**src/rtl/core/assert_macros.svh**
```systemverilog
// ----------------------------------------------------------------------------
// Assertion macros
// Shared concurrent assertion forms for the core RTL.
// ----------------------------------------------------------------------------
`ifndef ASSERT_MACROS_SVH
`define ASSERT_MACROS_SVH
`ifndef ASSERT_OFF
`define ASSERT_ALWAYS(name, clk, rst, prop) \
  name: assert property (@(posedge clk) disable iff (rst) (prop)) \
    else $error("%m: check failed");
`define ASSERT_IMPLIES(name, clk, rst, ante, cons) \
  name: assert property (@(posedge clk) disable iff (rst) (ante) |-> (cons)) \
    else $error("%m: check failed");
`else
`define ASSERT_ALWAYS(name, clk, rst, prop)
`define ASSERT_IMPLIES(name, clk, rst, ante, cons)
`endif
`endif

```
**src/rtl/core/rm2q_pkg.sv**
```systemverilog
// ----------------------------------------------------------------------------
// rm2q_pkg
// Types and constants of the rotation matrix to quaternion core.
// ----------------------------------------------------------------------------
`default_nettype none
package rm2q_pkg;
  localparam int WORD_WIDTH = 16;
  localparam int FRAC_BITS  = 14;
  localparam int RAD_W      = WORD_WIDTH + 1;
  localparam int N_W        = 2 * WORD_WIDTH;
  localparam int ROOT_W     = WORD_WIDTH;
  localparam int SQREM_W    = ROOT_W + 2;
  localparam int MAG_W      = WORD_WIDTH + 1;
  localparam int NQ_W       = MAG_W + FRAC_BITS;
  localparam int DREM_W     = ROOT_W + 1;
  localparam int SQRT_CELLS = N_W / 2;
  localparam int DIV_CELLS  = NQ_W;
  localparam int LANES      = 3;

  typedef logic signed [WORD_WIDTH-1:0] word_t;

  typedef enum logic [1:0] {
    SLOT_W = 2'd0,
    SLOT_X = 2'd1,
    SLOT_Y = 2'd2,
    SLOT_Z = 2'd3
  } slot_t;

  typedef struct packed {
    slot_t                 hslot;
    slot_t [LANES-1:0]     dslot;
    logic  [LANES-1:0]     neg;
    logic                  clamp;
  } ctl_t;

  typedef struct packed {
    ctl_t                          ctl;
    logic [N_W-1:0]                n;
    logic [SQREM_W-1:0]            rem;
    logic [ROOT_W-1:0]             root;
    logic [LANES-1:0][MAG_W-1:0]   mag;
  } sq_t;

  typedef struct packed {
    ctl_t                          ctl;
    logic [ROOT_W-1:0]             root;
    logic [LANES-1:0][NQ_W-1:0]    nq;
    logic [LANES-1:0][DREM_W-1:0]  rem;
  } dv_t;
endpackage
`default_nettype wire

```
**src/rtl/core/rm2q_sqrt_cell.sv**
```systemverilog
// ----------------------------------------------------------------------------
// rm2q_sqrt_cell
// One root bit of the integer square root; passes the item to its neighbor.
// ----------------------------------------------------------------------------
`default_nettype none
module rm2q_sqrt_cell import rm2q_pkg::*; (
  input  wire logic clk,
  input  wire logic rst,
  input  wire logic in_valid,
  output logic      in_ready,
  input  wire sq_t  in_data,
  output logic      out_valid,
  input  wire logic out_ready,
  output sq_t       out_data
);
  sq_t data_next;
  logic en;

  always_comb begin
    logic [SQREM_W+1:0] rsh, trial;
    data_next = in_data;
    rsh = {in_data.rem, in_data.n[N_W-1 -: 2]};
    trial = {2'b00, in_data.root, 2'b01};
    data_next.n = {in_data.n[N_W-3:0], 2'b00};
    if (rsh >= trial) begin
      data_next.rem = SQREM_W'(rsh - trial);
      data_next.root = {in_data.root[ROOT_W-2:0], 1'b1};
    end else begin
      data_next.rem = SQREM_W'(rsh);
      data_next.root = {in_data.root[ROOT_W-2:0], 1'b0};
    end
  end

  assign en = !out_valid || out_ready;
  assign in_ready = en;

  always_ff @(posedge clk) begin
    if (rst) begin
      out_valid <= 1'b0;
    end else if (en) begin
      out_valid <= in_valid;
    end
    if (en) begin
      out_data <= data_next;
    end
  end
endmodule
`default_nettype wire

```
**config.mk**
```make
export PLATFORM = sky130hd
export DESIGN_NAME = rm2q_sqrt_cell
export DESIGN_NICKNAME = d
export VERILOG_FILES = /design/src/rtl/core/assert_macros.svh /design/src/rtl/core/rm2q_pkg.sv /design/src/rtl/core/rm2q_sqrt_cell.sv
export SDC_FILE = /design/constraint.sdc
export NUM_CORES = 1
export LEC_CHECK = 0
export ABC_AREA = 1
export ABC_CLOCK_PERIOD_IN_PS = 10100
export BUFFER_PORTS_ARGS = -buffer_cell sky130_fd_sc_hd__buf_2
export CAP_MARGIN = 20
export CORE_MARGIN = 1
export CORE_UTILIZATION = 45
export CTS_CLUSTER_SIZE = 16
export DETAILED_ROUTE_END_ITERATION = 6
export PLACE_DENSITY = 0.87
export SLEW_MARGIN = 20
export SYNTH_ARGS = -nofsm -noshare
export SYNTH_HDL_FRONTEND = slang
export SYNTH_SLANG_ARGS = --single-unit
```
**constraint.sdc**
```tcl
create_clock -name clk -period 10.1 [get_ports clk]
set_clock_uncertainty 0.2 [all_clocks]
set_input_delay 2.525 -clock clk [delete_from_list [all_inputs] [get_ports clk]]
set_output_delay 2.525 -clock clk [all_outputs]
set_load 0.005 [all_outputs]
```
==> impl_metrics.ini <==
[outcome]
status = complete, no violations

[floorplan]
core_um2 = 11400
dieArea_um2 = 12100
row_count = 39
io_pins = 264
die_y_um = 110
die_width_um = 110
start_util_pct = 46.0

[worst_setup_path]
path_max_fanout = 56
critPathMostFrequentCell = buf_2
crit_buf_inv = 3
cp.arrival_ns = 3.48
endpoint_kind = primary output
crit_chain = buf_2, inv_1, nand2_4, buf_2
cp_slowest_stage_delay_ns = 0.55
cp_top_family = simple AND/OR/NAND/NOR gates
cp_data_required_time_ns = 7.38
start_kind = input port
worst_path_max_delay_cell = nand2_4
crit_type = in2out

[synth]
yosys-top-cells-count = edfxtp_1 (127), nand2_1 (123), inv_1 (52), ha_1 (18), nor2_1 (17)
yosys.area.top_type_share_pct = 72.6
synth_area_um2 = 5260
synth_area_leaders = edfxtp_1 (73%), nand2_1 (8.8%), ha_1 (4.3%)
syn_inst = 408
yosys_warnings = 0
yosys.cell_types.count = 26
synth.avg_cell_area_um2 = 12.9
yosysMostFrequentCell = edfxtp_1
ys.flop_type = edfxtp_1
async_reset_ff_share_pct = 0
synth_edf_count = 127
synth_seq_cells = 128
ys_seq_area_share_pct = 72.9
yosysTopAreaCell = edfxtp_1

[finish]
multi_input_area_um2 = 1180
final_core_util_pct = 63.9
regArea_um2 = 3830
design_area_um2 = 7300
area_growth_pct = 38.8
nFillCells = 867
layout-drive-gt1-share_pct = 43.8
num-nets-final = 836

[placement]
port_buffers = 261
dp_slack_ns = 3.89
hpwl_um = 10700
gp_congestion = 0.855
dpl_cell_area_um2 = 6710

[timing]
relSlewSlack_pct = 37.7
fin_crit_sh_pct = 61.4
max_freq_ghz = 0.161
rsz0062_at_grt = false
drv_slew = 0
hold_viol = 0
tightestPinTransition_ns = 0.934
fin_tns_setup_ns = 0
fin_crit_ns = 6.20
setup_viol = 0
fin_ws_ns = 3.90

[clocking]
root_buffer = clkbuf_16
postCtsSetupRepairBufs = 0
clk-insertion-delay-late_ns = 0.41
cts_tree = yes
cts_buffer_depth = 2
cts_resized = 0
ctsHoldBuffers = 0
cts-buffers-inserted = 17
htreeDepth = 4
cts_sinks = 128
path_clk_slew_ns = 0.06

[job]
drv_cap = 0

[detailed_routing]
via_count = 4031
post_drt_wl_per_cell_um = 16.9
ant_nets = 0
drc = 0
drt-pass1-iter-count = 4
via_per_inst = 4.79
first_iter_violations = 251
wirelength_um = 14200

[power]
p_leak_uw = 0.00356
irDropWorstVdd_mv = 0.205
p_per_area_nw_per_um2 = 195

[worst_hold_path]
worstHoldPathType = reg2reg

[global_route]
grt_overflow = 0
grt_pass1_wl_um = 20200
grt_pass1_vias = 3949
grt_antenna_before_repair = 4
grt_max_degree = 75
grt_util_all_layers_pct = 23.3
power breakdown:
| group | total [uW] | leakage [uW] | internal [uW] | switching [uW] |
|---|---|---|---|---|
| Sequential | 650 | 0.00132 | 638 | 11.9 |
| Clock | 601 | 0.000274 | 366 | 236 |
| Combinational | 173 | 0.00196 | 75.3 | 97.6 |
| Total | 1420 | 0.00356 | 1080 | 345 |
worst paths after layout:
| check | start | end | slack (ns) | cells after the start |
|---|---|---|---|---|
| worst max-delay path | out_ready | in_ready | 3.90 | 4 |
| worst min-delay path | out_valid | out_valid | 0.88 | 2 |
| worst max register to register | out_valid | out_data[41] | 7.70 | 2 |
| worst min register to register | out_valid | out_valid | 0.88 | 2 |
kinds of logic (layout without fill, tap and decap cells):
kind of cell    after synthesis  count (layout)  share of synthesized area (%)
compound gates               20              20                           2.00
xor+xnor                     10              10                           1.81
fa+ha+maj                    18              18                           4.28
buf+inv                      59             348                           4.83
flops                       128             128                           72.9
other cells                   1               3                         0.0713
simple gates                172             172                           14.1
routing by layer:
metal	part of all wire, %	GRT usage [%]	vias up	wire, um
met4	2.4	10.2	6	344
met3	9.7	9.17	34	1380
met1	35	23.9	1885	4990
met2	53	41.8	173	7490
met5	0.25	0	-	35
li1	-	-	1933	-
stage by stage:
step	total power [uW]	hold WS, ns	cells
6_report	1420	0.882	842
5_1_grt	1480	0.992	842
3_5_place_dp	833	0.883	809
2_1_floorplan	742	2.39	409
3_3_place_gp	827	0.850	809
4_1_cts	1430	0.893	841
registers in the layout, summed over array words and instances, names as in the netlist:
name	cells
out_valid	1
out_data	127
worst register-to-register path, stage by stage, from the launching register on:
cell and delay (ns):
dfxtp_1 0.34, nand2_4 0.56, buf_4 0.87
layout by cell type, fill, tap and decap left out, types with 6 or more instances in the layout:
cell type	instances
nand3b_1	6
inv_1	52
edfxtp_1	127
nand3_1	13
a21oi_1	14
nor2_1	17
nand2_1	122
clkbuf_16	17
xor2_1	8
ha_1	18
buf_2	261
cell type report:
cell class | count | area share (%)
Multi-Input combinational cell | 222 | 16.2
Clock inverter | 15 | 2.16
Antenna cell | 1 | 0.0343
Timing Repair Buffer | 262 | 18.0
Sequential cell | 128 | 52.5
Inverter | 54 | 2.81
Tap cell | 143 | 2.45
Clock buffer | 17 | 5.83
Power figures use the tool's default switching activity.
