==> config.mk <==
export PLATFORM = sky130hd
export DESIGN_NAME = rm2q_div_cell
export DESIGN_NICKNAME = d
export VERILOG_FILES = /design/src/rtl/core/assert_macros.svh /design/src/rtl/core/rm2q_pkg.sv /design/src/rtl/core/rm2q_div_cell.sv
export SDC_FILE = /design/constraint.sdc
export NUM_CORES = 1
export LEC_CHECK = 0
export BUFFER_PORTS_ARGS = -buffer_cell sky130_fd_sc_hd__buf_2
export CAP_MARGIN = 25
export CORE_MARGIN = 3
export CORE_UTILIZATION = 25
export CTS_BUF_LIST = sky130_fd_sc_hd__clkbuf_4
export CTS_CLUSTER_SIZE = 14
export DETAILED_ROUTE_END_ITERATION = 7
export SLEW_MARGIN = 20
export SYNTH_ARGS = -nofsm -noshare
export SYNTH_HDL_FRONTEND = slang
export SYNTH_SLANG_ARGS = --single-unit
==> constraint.sdc <==
create_clock -name clk -period 19.2 [get_ports clk]
set_input_delay 3.84 -clock clk [delete_from_list [all_inputs] [get_ports clk]]
set_output_delay 3.84 -clock clk [all_outputs]
set_load 0.005 [all_outputs]
==> src/rtl/core/assert_macros.svh <==
// ----------------------------------------------------------------------------
// Assertion macros
// Shared concurrent assertion forms for the core RTL.
// ----------------------------------------------------------------------------
`ifndef ASSERT_MACROS_SVH
`define ASSERT_MACROS_SVH
`ifndef ASSERT_OFF
`define ASSERT_ALWAYS(name, clk, rst, prop) \
  name: assert property (@(posedge clk) disable iff (rst) (prop)) \
    else $error("%m: check failed");
`define ASSERT_IMPLIES(name, clk, rst, ante, cons) \
  name: assert property (@(posedge clk) disable iff (rst) (ante) |-> (cons)) \
    else $error("%m: check failed");
`else
`define ASSERT_ALWAYS(name, clk, rst, prop)
`define ASSERT_IMPLIES(name, clk, rst, ante, cons)
`endif
`endif

==> src/rtl/core/rm2q_pkg.sv <==
// ----------------------------------------------------------------------------
// rm2q_pkg
// Types and constants of the rotation matrix to quaternion core.
// ----------------------------------------------------------------------------
`default_nettype none
package rm2q_pkg;
  localparam int WORD_WIDTH = 16;
  localparam int FRAC_BITS  = 14;
  localparam int RAD_W      = WORD_WIDTH + 1;
  localparam int N_W        = 2 * WORD_WIDTH;
  localparam int ROOT_W     = WORD_WIDTH;
  localparam int SQREM_W    = ROOT_W + 2;
  localparam int MAG_W      = WORD_WIDTH + 1;
  localparam int NQ_W       = MAG_W + FRAC_BITS;
  localparam int DREM_W     = ROOT_W + 1;
  localparam int SQRT_CELLS = N_W / 2;
  localparam int DIV_CELLS  = NQ_W;
  localparam int LANES      = 3;

  typedef logic signed [WORD_WIDTH-1:0] word_t;

  typedef enum logic [1:0] {
    SLOT_W = 2'd0,
    SLOT_X = 2'd1,
    SLOT_Y = 2'd2,
    SLOT_Z = 2'd3
  } slot_t;

  typedef struct packed {
    slot_t                 hslot;
    slot_t [LANES-1:0]     dslot;
    logic  [LANES-1:0]     neg;
    logic                  clamp;
  } ctl_t;

  typedef struct packed {
    ctl_t                          ctl;
    logic [N_W-1:0]                n;
    logic [SQREM_W-1:0]            rem;
    logic [ROOT_W-1:0]             root;
    logic [LANES-1:0][MAG_W-1:0]   mag;
  } sq_t;

  typedef struct packed {
    ctl_t                          ctl;
    logic [ROOT_W-1:0]             root;
    logic [LANES-1:0][NQ_W-1:0]    nq;
    logic [LANES-1:0][DREM_W-1:0]  rem;
  } dv_t;
endpackage
`default_nettype wire

==> src/rtl/core/rm2q_div_cell.sv <==
// ----------------------------------------------------------------------------
// rm2q_div_cell
// One quotient bit for each of the three numerators over twice the root.
// ----------------------------------------------------------------------------
`default_nettype none
module rm2q_div_cell import rm2q_pkg::*; (
  input  wire logic clk,
  input  wire logic rst,
  input  wire logic in_valid,
  output logic      in_ready,
  input  wire dv_t  in_data,
  output logic      out_valid,
  input  wire logic out_ready,
  output dv_t       out_data
);
  dv_t data_next;
  logic en;

  always_comb begin
    logic [DREM_W:0] rsh, dvs;
    logic ge;
    data_next = in_data;
    dvs = {1'b0, in_data.root, 1'b0};
    for (int l = 0; l < LANES; l++) begin
      rsh = {in_data.rem[l], in_data.nq[l][NQ_W-1]};
      ge = rsh >= dvs;
      data_next.rem[l] = ge ? DREM_W'(rsh - dvs) : DREM_W'(rsh);
      data_next.nq[l] = {in_data.nq[l][NQ_W-2:0], ge};
    end
  end

  assign en = !out_valid || out_ready;
  assign in_ready = en;

  always_ff @(posedge clk) begin
    if (rst) begin
      out_valid <= 1'b0;
    end else if (en) begin
      out_valid <= in_valid;
    end
    if (en) begin
      out_data <= data_next;
    end
  end
endmodule
`default_nettype wire

==> metrics.txt <==
CTS Root Cell sky130_fd_sc_hd__clkbuf_4; post-synth design cell area approximately 8100 um^2; # hold bufs at CTS 0; grt ovf 0; reported max-cap violation count 0; fraction of synthesis flops using an asynchronous set or reset pin 0%; number of different library cells in the post-synthesis netlist 60; die outline width 187 um; Max IR drop VDD approximately 0.036 mV; met3 usage in global routing 5.77%; Die Span Y about 190 um; headroom to the max-slew limit roughly 34%; met2 Use GR between 20% and 30%; number of placement rows 65; worst min-delay path class register to register; setup repair after global routing missed its margin false; yosys warns 0; number of global-route vias before repair 6144; gr busiest metal met2; count of vias placed by the detailed router about 6200; Max Buffers Root-to-Sink 2; drt total wl 26.3 mm; clock input transition at the sequential cells of the worst setup and hold paths 0.17 ns; final total negative setup slack 0 ns; Worst-Margin Slew a little under 1 ns; Initial Utilization around a quarter; Tmin final 8.55 ns; Post-CTS Resized 0; instance count after placement with tap cells included about 1400; CTS tree yes; sum of internal, switching and leakage power slightly above 0.0009 W; EDFF count, synth approximately 170; top-level port count 350; commonest register cell after synthesis sky130_fd_sc_hd__edfxtp_1; DR vias/cell 4.48; Setup crit start kind input pin; post-CTS setup buffer count 0; total number of nets in the final design approximately 1200; fraction of the cycle the final worst path needs 44.5%; number of filler cells placed in the layout 3220; maximum clock rate between 100 and 150 MHz; first drt pass iteration count 5; Final Max Slew Viols 0; element type at the critical path end output port; post-detail-place hpwl roughly 21 mm; core region area 31900 um^2; top fanout value on the critical path 52; I/O Buffers 349; total leakage power 4.71 nW; drt initial violations 294; number of levels in the clock H-tree 4; result of the run finished clean; total CTS buffers 17; largest net degree at the start of global routing 74; Cell Count, Final, Fillers Out between 1000 and 1500; TritonCTS Sinks roughly 170; GRT Util Overall 14.8%; gpl congestion 0.833; post-DR wirelength/cell around 19 um; wire length of the first global-routing pass 38.8 mm; areal power density over the cells 84.5 nW/um^2; number of nets produced by synthesis around 800; Die Outline Area between 30000 and 40000 um^2; DRT antenna net count 0; class of the most critical setup path input pin to output port; Req. time, crit path 15.36 ns; fraction of met1 tracks used by global routing between 15 and 20%; clock latency on the worst-skew pair 0.61 ns; register bit count reported by yosys ~170; layout overhead on the synthesized area 32.0%; sequential fraction of the synthesis area 63.6%; mean instance size in the synthesized netlist around 14 um^2; final count of hold timing violations 0; ratio of cells with drive above 1 in the final layout 44.7%; post-synthesis instance total 576; worst setup skew after layout ~0.020 ns; arrival time of data at the critical path endpoint 4.71 ns; number of setup violations in the final report 0; detailed-route DRC error count 0; initial antenna violation count 11
[power breakdown]
group	internal [W]	switching [W]	total [W]
clock	0.0000877	0.000160	0.000248
sequential	0.000462	0.00000974	0.000472
combinational	0.0000898	0.0000996	0.000189
[synthesized netlist by cell type (9+ instances only)]
library cell | n | area (um^2)
sky130_fd_sc_hd__nor2_1 | 35 | 131
sky130_fd_sc_hd__mux2_2 | 24 | 270
sky130_fd_sc_hd__edfxtp_1 | 172 | 5160
sky130_fd_sc_hd__nand3_1 | 9 | 45.0
sky130_fd_sc_hd__o21ai_0 | 19 | 95.1
sky130_fd_sc_hd__nor2b_1 | 9 | 56.3
sky130_fd_sc_hd__inv_1 | 28 | 105
sky130_fd_sc_hd__xnor2_1 | 21 | 184
sky130_fd_sc_hd__ha_1 | 48 | 601
sky130_fd_sc_hd__nand2_1 | 20 | 75.1
sky130_fd_sc_hd__a21o_1 | 11 | 82.6
sky130_fd_sc_hd__a21oi_1 | 48 | 240
sky130_fd_sc_hd__xor2_1 | 11 | 96.3
[cell usage in the layout (no fill, tap or decap), drive strengths merged, types with 4 or more instances in the layout]
cell	instances
o2111ai	4
a211oi	4
buf	352
mux2i	8
xor2	11
clkbuf	17
a31oi	5
a21oi	49
nor3	7
edfxtp	172
a21o	12
nor2	35
nor2b	9
nand4	6
ha	48
mux2	30
nand3	9
o21a	7
or2	4
o21ai	19
nand2b	4
inv	37
nand2	21
clkinv	4
xnor2	21
o21bai	4
[stage by stage]
step	cell area (um^2)	hold WS, ns	setup WS, ns	utilization (%)
final	10800	1.10	10.65	33.8
after global routing	10800	1.22	10.58	33.7
after CTS	10800	1.13	10.65	33.7
after detailed placement	10400	1.10	10.65	32.7
after global placement	10400	1.06	10.65	32.7
after floorplan	8150	3.91	7.33	-
[critical path, stage by stage]
cell                       delay, ns
sky130_fd_sc_hd__buf_2          0.07
sky130_fd_sc_hd__nand2b_4       0.54
sky130_fd_sc_hd__buf_2          0.23
[path summary, 6_finish.rpt]
kind | start | to | slack, ns | cells past startpoint
setup / recovery | out_ready | in_ready | 10.65 | 3
hold / removal | out_valid$_SDFFE_PP0P_ | out_data[56]$_DFFE_PP_ | 1.10 | 1
hold reg to reg | out_valid$_SDFFE_PP0P_ | out_data[56]$_DFFE_PP_ | 1.10 | 1
setup reg to reg | out_valid$_SDFFE_PP0P_ | out_data[146]$_DFFE_PP_ | 17.02 | 2
[kinds of logic after synthesis]
family | synth area share, %
compound gates | 10.3
xor+xnor | 3.44
fa+ha+maj | 8.11
buf+inv | 2.06
flops | 63.6
mux | 5.40
simple gates | 7.06
[area by class of cell]
type                       instances  area, um^2  share of cell area (%)
sequential                       173        5180                    48.2
multi-input combinational        365        2810                    26.1
timing repair buffer             352        1770                    16.4
tap                              435         544                    5.06
clock inverter                    15         214                    1.99
clock buffer                      17         128                    1.19
inverter                          28         105                   0.977
antenna                            3        7.51                  0.0698
[registers in the layout, summed over array words and instances, names as in the netlist]
| register | count |
|---|---|
| out_data | 172 |
| out_valid | 1 |
[per-layer routing]
layer,part of all wire (%),routed length [um],vias up
li1,-,-,2954
met1,39,10300,2967
met2,51,13500,252
met3,8.0,2100,29
met4,1.2,329,14
met5,0.32,84,-
(Power assumes the default switching activity.)
