[config.mk]
export PLATFORM = sky130hd
export DESIGN_NAME = rm2q_post_flat
export DESIGN_NICKNAME = d
export VERILOG_FILES = /design/src/rtl/core/assert_macros.svh /design/src/rtl/core/rm2q_pkg.sv /design/src/rtl/core/rm2q_quat_if.sv /design/src/rtl/core/rm2q_post.sv /design/src/flat_wrapper.sv
export SDC_FILE = /design/constraint.sdc
export NUM_CORES = 1
export LEC_CHECK = 0
export BUFFER_PORTS_ARGS = -buffer_cell sky130_fd_sc_hd__buf_4
export CORE_MARGIN = 8
export CORE_UTILIZATION = 45
export DETAILED_ROUTE_END_ITERATION = 12
export GPL_ROUTABILITY_DRIVEN = 1
export PLACE_DENSITY_LB_ADDON = 0.05
export SLEW_MARGIN = 0
export SYNTH_ARGS = -nofsm -noshare
export SYNTH_HDL_FRONTEND = slang
export SYNTH_SLANG_ARGS = --single-unit
export TNS_END_PERCENT = 100
[constraint.sdc]
create_clock -name clk -period 2.8 [get_ports clk]
set_clock_uncertainty 0.1 [all_clocks]
set_input_delay 0.28 -clock clk [delete_from_list [all_inputs] [get_ports clk]]
set_output_delay 0.28 -clock clk [all_outputs]
set_load 0.02 [all_outputs]
[src/rtl/core/assert_macros.svh]
// ----------------------------------------------------------------------------
// Assertion macros
// Shared concurrent assertion forms for the core RTL.
// ----------------------------------------------------------------------------
`ifndef ASSERT_MACROS_SVH
`define ASSERT_MACROS_SVH
`ifndef ASSERT_OFF
`define ASSERT_ALWAYS(name, clk, rst, prop) \
  name: assert property (@(posedge clk) disable iff (rst) (prop)) \
    else $error("%m: check failed");
`define ASSERT_IMPLIES(name, clk, rst, ante, cons) \
  name: assert property (@(posedge clk) disable iff (rst) (ante) |-> (cons)) \
    else $error("%m: check failed");
`else
`define ASSERT_ALWAYS(name, clk, rst, prop)
`define ASSERT_IMPLIES(name, clk, rst, ante, cons)
`endif
`endif

[src/rtl/core/rm2q_pkg.sv]
// ----------------------------------------------------------------------------
// rm2q_pkg
// Types and constants of the rotation matrix to quaternion core.
// ----------------------------------------------------------------------------
`default_nettype none
package rm2q_pkg;
  localparam int WORD_WIDTH = 16;
  localparam int FRAC_BITS  = 14;
  localparam int RAD_W      = WORD_WIDTH + 1;
  localparam int N_W        = 2 * WORD_WIDTH;
  localparam int ROOT_W     = WORD_WIDTH;
  localparam int SQREM_W    = ROOT_W + 2;
  localparam int MAG_W      = WORD_WIDTH + 1;
  localparam int NQ_W       = MAG_W + FRAC_BITS;
  localparam int DREM_W     = ROOT_W + 1;
  localparam int SQRT_CELLS = N_W / 2;
  localparam int DIV_CELLS  = NQ_W;
  localparam int LANES      = 3;

  typedef logic signed [WORD_WIDTH-1:0] word_t;

  typedef enum logic [1:0] {
    SLOT_W = 2'd0,
    SLOT_X = 2'd1,
    SLOT_Y = 2'd2,
    SLOT_Z = 2'd3
  } slot_t;

  typedef struct packed {
    slot_t                 hslot;
    slot_t [LANES-1:0]     dslot;
    logic  [LANES-1:0]     neg;
    logic                  clamp;
  } ctl_t;

  typedef struct packed {
    ctl_t                          ctl;
    logic [N_W-1:0]                n;
    logic [SQREM_W-1:0]            rem;
    logic [ROOT_W-1:0]             root;
    logic [LANES-1:0][MAG_W-1:0]   mag;
  } sq_t;

  typedef struct packed {
    ctl_t                          ctl;
    logic [ROOT_W-1:0]             root;
    logic [LANES-1:0][NQ_W-1:0]    nq;
    logic [LANES-1:0][DREM_W-1:0]  rem;
  } dv_t;
endpackage
`default_nettype wire

[src/rtl/core/rm2q_quat_if.sv]
// ----------------------------------------------------------------------------
// rm2q_quat_if
// Quaternion channel: valid, ready, four Q2.14 components and a flag.
// ----------------------------------------------------------------------------
`default_nettype none
interface rm2q_quat_if import rm2q_pkg::*; ();
  logic  valid;
  logic  ready;
  word_t quat_w, quat_x, quat_y, quat_z;
  logic  saturated;
  modport source (output valid, quat_w, quat_x, quat_y, quat_z, saturated,
                  input ready);
  modport sink (input valid, quat_w, quat_x, quat_y, quat_z, saturated,
                output ready);
endinterface
`default_nettype wire

[src/rtl/core/rm2q_post.sv]
// ----------------------------------------------------------------------------
// rm2q_post
// Output register: signs, saturation and placement of the components.
// ----------------------------------------------------------------------------
`default_nettype none
module rm2q_post import rm2q_pkg::*; (
  input  wire logic clk,
  input  wire logic rst,
  input  wire logic in_valid,
  output logic      in_ready,
  input  wire dv_t  in_data,
  rm2q_quat_if.source quat
);
  localparam logic [NQ_W-1:0] POS_MAX = NQ_W'((1 << (WORD_WIDTH-1)) - 1);
  localparam logic [NQ_W-1:0] NEG_MAX = NQ_W'(1 << (WORD_WIDTH-1));

  word_t q [4];
  word_t q_next [4];
  logic  flag, flag_next, en;

  always_comb begin
    word_t v;
    flag_next = in_data.ctl.clamp;
    for (int s = 0; s < 4; s++) q_next[s] = '0;
    for (int l = 0; l < LANES; l++) begin
      v = '0;
      if (in_data.root != '0) begin
        if (in_data.ctl.neg[l]) begin
          if (in_data.nq[l] > NEG_MAX) begin
            v = word_t'(NEG_MAX);
            flag_next = 1'b1;
          end else begin
            v = -word_t'(in_data.nq[l][WORD_WIDTH-1:0]);
          end
        end else if (in_data.nq[l] > POS_MAX) begin
          v = word_t'(POS_MAX);
          flag_next = 1'b1;
        end else begin
          v = word_t'(in_data.nq[l][WORD_WIDTH-1:0]);
        end
      end
      q_next[in_data.ctl.dslot[l]] = v;
    end
    q_next[in_data.ctl.hslot] = word_t'(in_data.root >> 1);
  end

  assign en = !quat.valid || quat.ready;
  assign in_ready = en;

  always_ff @(posedge clk) begin
    if (rst) begin
      quat.valid <= 1'b0;
    end else if (en) begin
      quat.valid <= in_valid;
    end
    if (en) begin
      q <= q_next;
      flag <= flag_next;
    end
  end

  assign quat.quat_w = q[0];
  assign quat.quat_x = q[1];
  assign quat.quat_y = q[2];
  assign quat.quat_z = q[3];
  assign quat.saturated = flag;
endmodule
`default_nettype wire
[src/flat_wrapper.sv]
// flat-port wrapper written by rule: the top's interface ports become plain ports
module rm2q_post_flat import rm2q_pkg::*;
  (clk, rst, in_valid, in_ready, in_data, quat_valid, quat_quat_w, quat_quat_x, quat_quat_y, quat_quat_z, quat_saturated, quat_ready);
  rm2q_quat_if quat_i ();
  input  wire logic clk;
  input  wire logic rst;
  input  wire logic in_valid;
  output logic in_ready;
  input  wire dv_t in_data;
  output wire logic [$bits(quat_i.valid)-1:0] quat_valid;
  output wire logic [$bits(quat_i.quat_w)-1:0] quat_quat_w;
  output wire logic [$bits(quat_i.quat_x)-1:0] quat_quat_x;
  output wire logic [$bits(quat_i.quat_y)-1:0] quat_quat_y;
  output wire logic [$bits(quat_i.quat_z)-1:0] quat_quat_z;
  output wire logic [$bits(quat_i.saturated)-1:0] quat_saturated;
  input wire logic [$bits(quat_i.ready)-1:0] quat_ready;
  assign quat_valid = quat_i.valid;
  assign quat_quat_w = quat_i.quat_w;
  assign quat_quat_x = quat_i.quat_x;
  assign quat_quat_y = quat_i.quat_y;
  assign quat_quat_z = quat_i.quat_z;
  assign quat_saturated = quat_i.saturated;
  assign quat_i.ready = quat_ready;
  rm2q_post u_core (.clk(clk), .rst(rst), .in_valid(in_valid), .in_ready(in_ready), .in_data(in_data), .quat(quat_i));
endmodule
==> key figures <==
Yosys
  • EDFF count, synth: 65
  • YS warnings: 0
  • Syn_nets: 926
  • Cell Area, Synth: 6070 sq um
  • Register area share after synthesis: 32.5%
  • Average size of a mapped cell: 8.16 sq um
  • Async set or reset register ratio after synthesis: 0%
  • Cells after synthesis: 744
  • Count of cell types in the netlist: 67
  • Seq cells post-synth: 66
  • Ys flop type: edfxtp_1

Routing
  • Vias per inst: 6.63
  • Final ANT Viol Nets: 0
  • Residual DRC: 0
  • Final wirelength: 27.5 mm
  • Iteration-0 DRC Markers: 1441
  • Vias after detailed routing: 8033
  • Pre-antenna DRT Iters: 7
  • WL per Instance: 22.7 um

Placement
  • I/O Buffers: 191
  • Final RePlAce weighted congestion: 1.00
  • Post-Place Cell Area: 8550 sq um
  • Cells after DPL: 1195
  • Detailed Place HPWL: 21.2 mm

Global route
  • All-layer global routing usage: 29.9%
  • GRT overflow: 0
  • Met1 usage: 36.4%
  • Met3 GRT Util: 7.70%
  • Largest net degree at the start of global routing: 43
  • Global-route layer with the greatest usage: met2
  • Met2 usage in global routing: 48.4%
  • First-pass GRT wire length: 42.4 mm
  • Vias in the first global route: 7906
  • Initial antenna violation count: 0

STA
  • Slew Limit Headroom: 23.5%
  • Minimum clock period after layout: 2.75 ns
  • Max Slew Vio Count: 0
  • Tcrit/Tclk final: 98.1%
  • Final Hold Viols: 1
  • Setup TNS: 0 ns
  • Slew @ Worst Pin: 1.14 ns
  • Final setup vio count: 0
  • Fmax: 364 MHz
  • Worst Hold Slack: -0.000557 ns
  • Unrepaired setup endpoints after global routing: false

Clock tree
  • Clock slew at reported path FFs: 0.05 ns
  • Post_cts resized: 0
  • CTS tree: yes
  • Clock tree sinks: 66
  • CTS Hold Bufs: 0
  • Clk Latency, worst-skew pair: 0.33 ns
  • CTS buffer count: 9
  • Clock Path Buffers: 2
  • Setup bufs post-CTS: 0
  • CTS H-Tree Depth: 3
  • Root buffer cell: clkbuf_16

Setup path
  • Startpoint types: primary input
  • R2R Path End: u_core.quat.quat_z[10]$_DFFE_PP_
  • Worst EP arrival: 2.78 ns
  • Critical path endpoint category: flip-flop
  • Required @ worst endpoint: 2.83 ns
  • Worst setup path class: in2reg
  • Worst R2R Start: u_core.quat.valid$_SDFFE_PP0P_
  • CP Max Fanout: 8
  • R2R Setup Slk: 1.09 ns
  • Worst R2R Path Depth: 2

Finish
  • Filler instances: 1126
  • Commonest non-fill, non-tap cells in the layout: buf_4 (319), a21oi_1 (97), nor2_1 (74)
  • Most common cell after layout, fill and taps aside: buf_4
  • Share of cells above drive strength 1: 36.4%
  • Final Net Count: 1212
  • Fin cells: 1211
  • Diodes inserted: 0
  • Post-route cell area: 8870 sq um
  • Area growth from synthesis to final layout: 46.1%

Power
  • VDD IR-drop max: 0.000291 V
  • Pwr Total: 3.67 mW
  • Leakage power: 3.58 nW
  • Power per cell area: 414 nW/um^2

Die
  • DIE WIDTH: 132 um
  • IO Pins: 243
  • Row Count: 42
  • Die extent in y: 132 um
  • Die area: 17500 sq um
  • Initial Util: 46.1%
  • Core area: 13200 sq um

Status
  • Status: finished with violations
  • Failing checks: hold timing

Min path
  • Hold Path Sink: u_core.quat.valid$_SDFFE_PP0P_
  • Hold Path Class: in2reg
  • Worst hold start: rst
  • Hold path cells: 2

Flow run
  • Max cap viols: 0
## cell type report
| cell class | instances | area (sq um) | share of cell area [%] |
|---|---|---|---|
| multi-input cells | 597 | 3780 | 42.7 |
| repair buffers | 323 | 2470 | 27.9 |
| flip-flops and latches | 66 | 1970 | 22.2 |
| clock buffers | 9 | 225 | 2.54 |
| well taps | 176 | 220 | 2.48 |
| inverters | 33 | 126 | 1.42 |
| clock inverters | 7 | 68.8 | 0.776 |
## power breakdown
part	switching (mW)	internal [mW]	total [mW]	leakage (nW)
clock	0.434	0.687	1.12	0.142
sequential	0.0368	1.23	1.27	0.704
combinational	0.743	0.537	1.28	2.74
total	1.21	2.46	3.67	3.58
## layer usage
metal	wire length (um)	up-vias
li1	-	3576
met3	3230	106
met1	10400	3699
met2	12800	652
met5	0	-
met4	1100	0
## cells in the mapped netlist, types with 4 or more instances
library cell	number	area, sq um
a211oi_1	17	128
a211oi_2	12	150
a21oi_1	97	485
a221oi_1	29	254
a22oi_1	4	30.0
a31oi_1	18	113
a32oi_1	20	175
and4_1	5	43.8
buf_6	6	67.6
clkbuf_1	38	143
edfxtp_1	65	1950
ha_1	6	75.1
inv_1	33	124
mux2i_1	4	40.0
nand2_1	43	161
nand2b_1	13	81.3
nand3_1	39	195
nand4_1	19	119
nor2_1	75	282
nor2b_1	7	43.8
nor3_1	25	125
nor4_1	31	194
o2111ai_1	4	35.0
o211ai_1	7	52.6
o21ai_0	15	75.1
o22ai_1	13	81.3
o311ai_0	4	35.0
o31ai_1	11	82.6
o41ai_1	6	52.6
or3_1	6	37.5
or4_1	11	82.6
## registers in the layout, indices dropped and copies added (netlist names)
signal and flops:
u_core.quat.quat_w 16, u_core.quat.quat_x 16, u_core.quat.quat_y 16, u_core.quat.quat_z 16, u_core.quat.saturated 1, u_core.quat.valid 1
## per-stage QoR
step                util [%]  hold WS [ns]  setup slack [ns]
CTS                     67.1       0.00413            0.0224
global route            67.3       0.00158           0.00846
finish                  67.3     -0.000557            0.0525
global placement        64.9         0.333            -0.231
detailed placement      64.9         0.351            -0.282
floorplan                  -         0.249           -0.0247
## worst max path at each step
stage,to,depth (start not counted),startpoint
global placement,u_core.quat.quat_z[4]$_DFFE_PP_,9,in_data[109]
global route,u_core.quat.quat_w[11]$_DFFE_PP_,11,in_data[51]
floorplan,u_core.quat.quat_w[11]$_DFFE_PP_,9,in_data[56]
finish,u_core.quat.quat_y[9]$_DFFE_PP_,10,in_data[51]
detailed placement,u_core.quat.quat_z[4]$_DFFE_PP_,9,in_data[109]
CTS,u_core.quat.quat_z[4]$_DFFE_PP_,9,in_data[109]
## critical path, cell delays in order
cell and delay, ns:
buf_4 0.12, inv_4 0.05, ha_4 0.12, or4b_4 0.45
or4_4 0.51, a221o_4 0.47, nor2_4 0.17, buf_4 0.17
a32oi_1 0.08, a221oi_1 0.35
## cell families (layout without fill, tap and decap cells)
logic type	count (synthesis)	count (layout)	synth area share (%)
AOI/OAI and AO/OA	284	284	33.0
xor gates and xnor gates	1	1	0.144
adders and majority gates	6	6	1.24
buffers and inverters	81	372	5.97
DFF	66	66	32.5
muxes	4	4	0.659
and+or+nand+nor	302	302	26.6
No activity file was read; power rests on OpenSTA's default activity.
